### src/rtl/rpist_pkg.sv
// Shared types and codes of the raster point-in-shape test unit.
`timescale 1ns / 1ps
`default_nettype none

package rpist_pkg;

   localparam int COORD_W   = 8;
   localparam int CSR_IDX_W = 3;
   localparam int CSR_DAT_W = 8;
   localparam int CHUNK_W   = 64;

   typedef logic [COORD_W-1:0]   coord_type;
   typedef logic [1:0]           verdict_type;
   typedef logic [CSR_IDX_W-1:0] csr_idx_type;

   localparam logic OP_WRITE = 1'b0;
   localparam logic OP_QUERY = 1'b1;

   localparam verdict_type VERDICT_OUTSIDE      = 2'd0;
   localparam verdict_type VERDICT_INSIDE       = 2'd1;
   localparam verdict_type VERDICT_UNDETERMINED = 2'd2;

   localparam csr_idx_type REG_BOX_COL_MIN = 3'd0;
   localparam csr_idx_type REG_BOX_ROW_MIN = 3'd1;
   localparam csr_idx_type REG_BOX_COL_MAX = 3'd2;
   localparam csr_idx_type REG_BOX_ROW_MAX = 3'd3;

endpackage

`default_nettype wire

### src/rtl/rpist_run_parity.sv
// Parity of run starts in the first len bits of a line, via a registered XOR tree.
`timescale 1ns / 1ps
`default_nettype none

module rpist_run_parity
   import rpist_pkg::*;
#(
   parameter int LINE_W = 256
) (
   input  wire logic              clock,
   input  wire logic              load,
   input  wire logic [LINE_W-1:0] line,
   input  wire coord_type         len,
   output logic                   parity
);

   localparam int NCH   = (LINE_W + CHUNK_W - 1) / CHUNK_W;
   localparam int PAD_W = NCH * CHUNK_W;

   logic [LINE_W-1:0] prev_line;
   logic [PAD_W-1:0]  starts;
   logic [NCH-1:0]    part_in;
   logic [NCH-1:0]    part_ff;

   assign prev_line = {line[LINE_W-2:0], 1'b0};

   always_comb begin
      starts = '0;
      for (int i = 0; i < LINE_W; i++) begin
         starts[i] = line[i] & ~prev_line[i] & (i < int'(len));
      end
      for (int k = 0; k < NCH; k++) begin
         part_in[k] = ^starts[k*CHUNK_W +: CHUNK_W];
      end
   end

   always_ff @(posedge clock) begin
      if (load) begin
         part_ff <= part_in;
      end
   end

   assign parity = ^part_ff;

endmodule

`default_nettype wire

### config.mk
export PLATFORM = sky130hd
export DESIGN_NAME = rpist_run_parity
export DESIGN_NICKNAME = d
export VERILOG_FILES = /design/src/rtl/rpist_pkg.sv /design/src/rtl/rpist_run_parity.sv
export SDC_FILE = /design/constraint.sdc
export NUM_CORES = 1
export LEC_CHECK = 0
export ABC_AREA = 1
export BUFFER_PORTS_ARGS = -buffer_cell sky130_fd_sc_hd__buf_2
export CAP_MARGIN = 20
export CORE_MARGIN = 5
export CORE_UTILIZATION = 54
export DETAILED_ROUTE_END_ITERATION = 8
export PLACE_DENSITY = 0.82
export SKIP_CTS_REPAIR_TIMING = 1
export SLEW_MARGIN = 20
export SYNTH_ARGS = -nofsm -noshare
export SYNTH_HDL_FRONTEND = slang
export SYNTH_SLANG_ARGS = --single-unit
### constraint.sdc
create_clock -name clock -period 3.05 [get_ports clock]
set_input_delay 0.4575 -clock clock [delete_from_list [all_inputs] [get_ports clock]]
set_output_delay 0.4575 -clock clock [all_outputs]
set_load 0.02 [all_outputs]
[Word level (Yosys, flattened, before mapping)]
Cells that the tools add are included.
Storage, ports and cells
  flip-flop bits (word level): 4
  latch bits: 0
  RAM bits: 0
  ROM bits: 0
  bits of input ports: 266
  output and inout port bits: 1
  word-level logic and storage cells: 1024
  memories kept: 0
Cells by class
  add/sub/neg operators: 0
  $mul: 0
  div/mod/pow operators: 0
  $lt $le $gt $ge: 255
  eq/ne operators: 0
  shift-type cells: 0
  mux-type cells: 0
  bitwise logic cells: 763
  reductions and logical operators: 5
Operator list (number)
  $lt 8x8->1 const A: 127
  $lt 7x8->1 const A: 64
  $and 1x1->1: 509
  $lt 6x8->1 const A: 32
  $reduce_xor 64->1: 4
  $not 1->1: 254
  $lt 5x8->1 const A: 16
  $lt 4x8->1 const A: 8
  $lt 3x8->1 const A: 4
  $lt 1x8->1 const A: 2
  $lt 2x8->1 const A: 2
  $reduce_xor 4->1: 1

[Logic depth before layout (Yosys ltp)]
  word-level depth: 4
  depth in mapped cells: 21
  depth with buffers taken out: 19

[Worst setup path after synthesis]
No wires, ideal clock.
  kind: input to register
  start: input len[7]
  end: register part_ff[0], data pin
  arrival time: 2117 ps
  data required time: 2798 ps
  path slack: 681 ps
  stages: 16
  path buffers: 2
  cells stage by stage: buf_4 -> nor2_1 -> nand2_2 -> buf_6 -> o21ai_0 -> nand2_1 -> xnor2_1 -> nand2_1 -> nand2_1 -> nand2_1 -> nand2_1 -> inv_1 -> nand2_1 -> nand2_1 -> nand2_1 -> nand2_1
On the way
  cells in the longest elaborated chain, start to end: 3
  elaborated cells between the ends (all ways): 129
  those cells by class: 64 x order compare; 64 x bitwise; 1 x reduce/logical
RTL lines
  start: declaration: RTL line rpist_run_parity.sv:13  | input wire coord_type len,
  $lt 1x8->1, or another cell as far along: RTL line rpist_run_parity.sv:30  | starts[i] = line[i] & ~prev_line[i] & (i < int'(len));
  $and 1x1->1: RTL line rpist_run_parity.sv:30
  $reduce_xor 64->1 *: RTL line rpist_run_parity.sv:33  | part_in[k] = ^starts[k*CHUNK_W +: CHUNK_W];
  via part_in[0]: RTL line rpist_run_parity.sv:22  | logic [NCH-1:0] part_in;
  end signal: assignment: RTL line rpist_run_parity.sv:39  | part_ff <= part_in;
  end: declaration: RTL line rpist_run_parity.sv:23  | logic [NCH-1:0] part_ff;
The timed path passes the listed nets; every way through them passes the cells marked *.
A chain may end at the register's enable or synchronous reset.

[Final worst setup path]
Same ends and word-level chain as after synthesis.

==> metrics.md <==
| Metric | Value |
|---|---|
| Number of clock sinks | `4` |
| CTS tree | `built` |
| CP Launch Type | `primary input` |
| Multi-input gate area | `6590 um2` |
| Syn nets | `2,137` |
| Mapped cell area | `7960 um2` |
| Vias in the first global route | `11.1k` |
| Fin crit period | `2700 ps` |
| Leak | `6.31 nW` |
| Fill cells | `1,462` |
| Crit. End Element | `register` |
| Post-DR wirelength/cell | `13.4 um` |
| Avg Cell Area, Syn | `4.25 um2` |
| DRC errors left | `0` |
| DRT antenna net count | `0` |
| GR Overflow Total | `0` |
| DR vias/cell | `5.40` |
| Max Root-Sink Buffers | `2` |
| Placed cells | `2,327` |
| Worst setup margin | `346 ps` |
| CTS clk-pin slew, worst paths | `30 ps` |
| Post-synth EDFFs | `4` |
| Measured slew at the worst slew-check pin | `772 ps` |
| Storage element area | `120 um2` |
| H-Tree Depth | `1` |
| Largest net degree at the start of global routing | `20` |
| VDD IR-drop max | `0.197 mV` |
| Num CTS Buffers | `3` |
| Critical path's slowest cell | `inv_1` |
| Required @ worst endpoint | `3020 ps` |
| Crit-path max FO | `11` |
| Final RePlAce weighted congestion | `0.988` |
| # port buffers | `265` |
| Synth cell types | `33` |
| Total Neg Setup Slack | `0 ps` |
| Chip Height | `131 um` |
| Status | `finished, final reports clean` |
| Initial antenna violation count | `3` |
| Layout cells sized above 1 | `0.155` |
| Biggest register | `part_ff` |
| Critical path cell sequence | `buf_2 > inv_1 > nand2_1 > nor2_1 > buf_4 > nand2_1 > nand3_1 > nand2_1 > xnor2_1 > nand3_1 > nand2_1 > nand2_1 > nand2_1 > inv_1 > nand2_1 > nand2_1 > nand2_1 > nand2_1` |
| Final Cycle Share | `0.887` |
| Post-Syn Instances | `1,871` |
| Yosys warns | `0` |
| Area Overhead vs Synth | `23.1%` |
| Most frequent CP cell | `nand2_1` |
| Maximum clock rate | `370 MHz` |
| Die ar. | `17,300 um2` |
| Ports | `267` |
| Largest cells by area after synthesis | `nand2_1 (43%), nand3_1 (16%), inv_1 (13%)` |
| Synth area leader | `nand2_1` |
| Post-Place Worst Slack | `203 ps` |
| Root Driver | `clkbuf_16` |
| Fin nets | `2,414` |
| Hold Fails Final Rpt | `0` |
| GRT Resource Usage Total | `0.337` |
| Final Setup Violations | `0` |
| Core area | `14,500 um2` |
| Max-slew violations | `0` |
| CP arrival | `2680 ps` |
| Rel. slew slack | `0.485` |
| #FFs+latches synth | `4` |
| Top-count cell post-synth | `nand2_1` |
| Power after layout | `1.95 mW` |
| Fin util | `0.677` |
| Max-capacitance violation count | `0` |
| Starting Density | `0.550` |
| First-pass GRT wire length | `49,900 um` |
| Die width | `131 um` |
| Most common library cells after synthesis | `nand2_1 (918), inv_1 (268), nand3_1 (259)` |
| # rows | `44` |
| Dpl hpwl | `25,600 um` |
| Pwr per Cell Area | `199 nW/um2` |
| HP Class | `primary input to register` |
| Biggest regs | `part_ff (4)` |
| Post-synthesis sequential area ratio | `0.0151` |
| Detailed-route via count | `12.6k` |
| Length of the first detailed-routing pass in iterations | `6` |
| Top-area cell type share of the netlist area | `0.433` |
| Initial DRC Count | `1,218` |
| Worst path max stage delay | `330 ps` |
| Post-synth ARST share | `0` |
| RSZ-0062 raised after global routing | `false` |
| Routed WL | `31,300 um` |
| Non-filler cells, final | `2,332` |
| Kind of critical path | `primary input to register` |
| Largest register FFs | `4` |
| Top FF cell, synth | `edfxtp_1` |
==> layout by cell type (no fill, tap or decap), types with 6 or more instances in the layout <==
cell type / instances
a21oi_1: 15
buf_2: 265
buf_4: 54
inv_1: 268
nand2_1: 918
nand3_1: 259
nand3b_1: 11
nand4_1: 76
nor2_1: 189
nor3_1: 6
o21ai_0: 30
xnor2_1: 10
xor2_1: 7
==> routing by layer <==
layer / wire [um] / vias to the layer above / track usage
met5: 19 / - / 0
met4: 1760 / 2 / 0.170
met3: 3830 / 152 / 0.0650
met2: 13800 / 749 / 0.555
met1: 11900 / 5305 / 0.418
li1: - / 6391 / -
==> area by class of cell <==
cell class | instances | area share
antenna | 2 | 0.000511
clock buffer | 3 | 0.00766
inverter | 273 | 0.105
multi-input combinational | 1546 | 0.673
sequential | 4 | 0.0123
tap | 184 | 0.0235
timing repair buffer | 320 | 0.179
==> worst paths after layout <==
check,startpoint,end,depth (start not counted)
worst min-delay path,load,part_ff[1],1
worst max-delay path,len[7],part_ff[0],18
==> power by group <==
part	internal (mW)	switching, mW
clock	0.168	0.0403
combinational	0.595	1.05
sequential	0.0855	0.00623
total	0.849	1.10
==> critical path, delay by kind of cell <==
family | cells | cell delay, ps
simple gates | 13 | 1300
xor+xnor | 1 | 190
buf+inv | 4 | 710
==> through the flow <==
stage               instance area (um2)  hold WS (ps)
CTS                                9790           495
global route                       9790           506
detailed placement                 9720           728
floorplan                          7960           570
finish                             9800           494
global placement                   9720           727
==> logic make-up (layout without fill, tap and decap cells) <==
family,Yosys count,count (layout),synth area share
other cells,0,2,0
buf+inv,321,596,0.157
compound gates,60,60,0.0421
simple gates,1469,1469,0.767
xor+xnor,17,17,0.0187
flops,4,4,0.0151
Power figures use the tool's default switching activity.
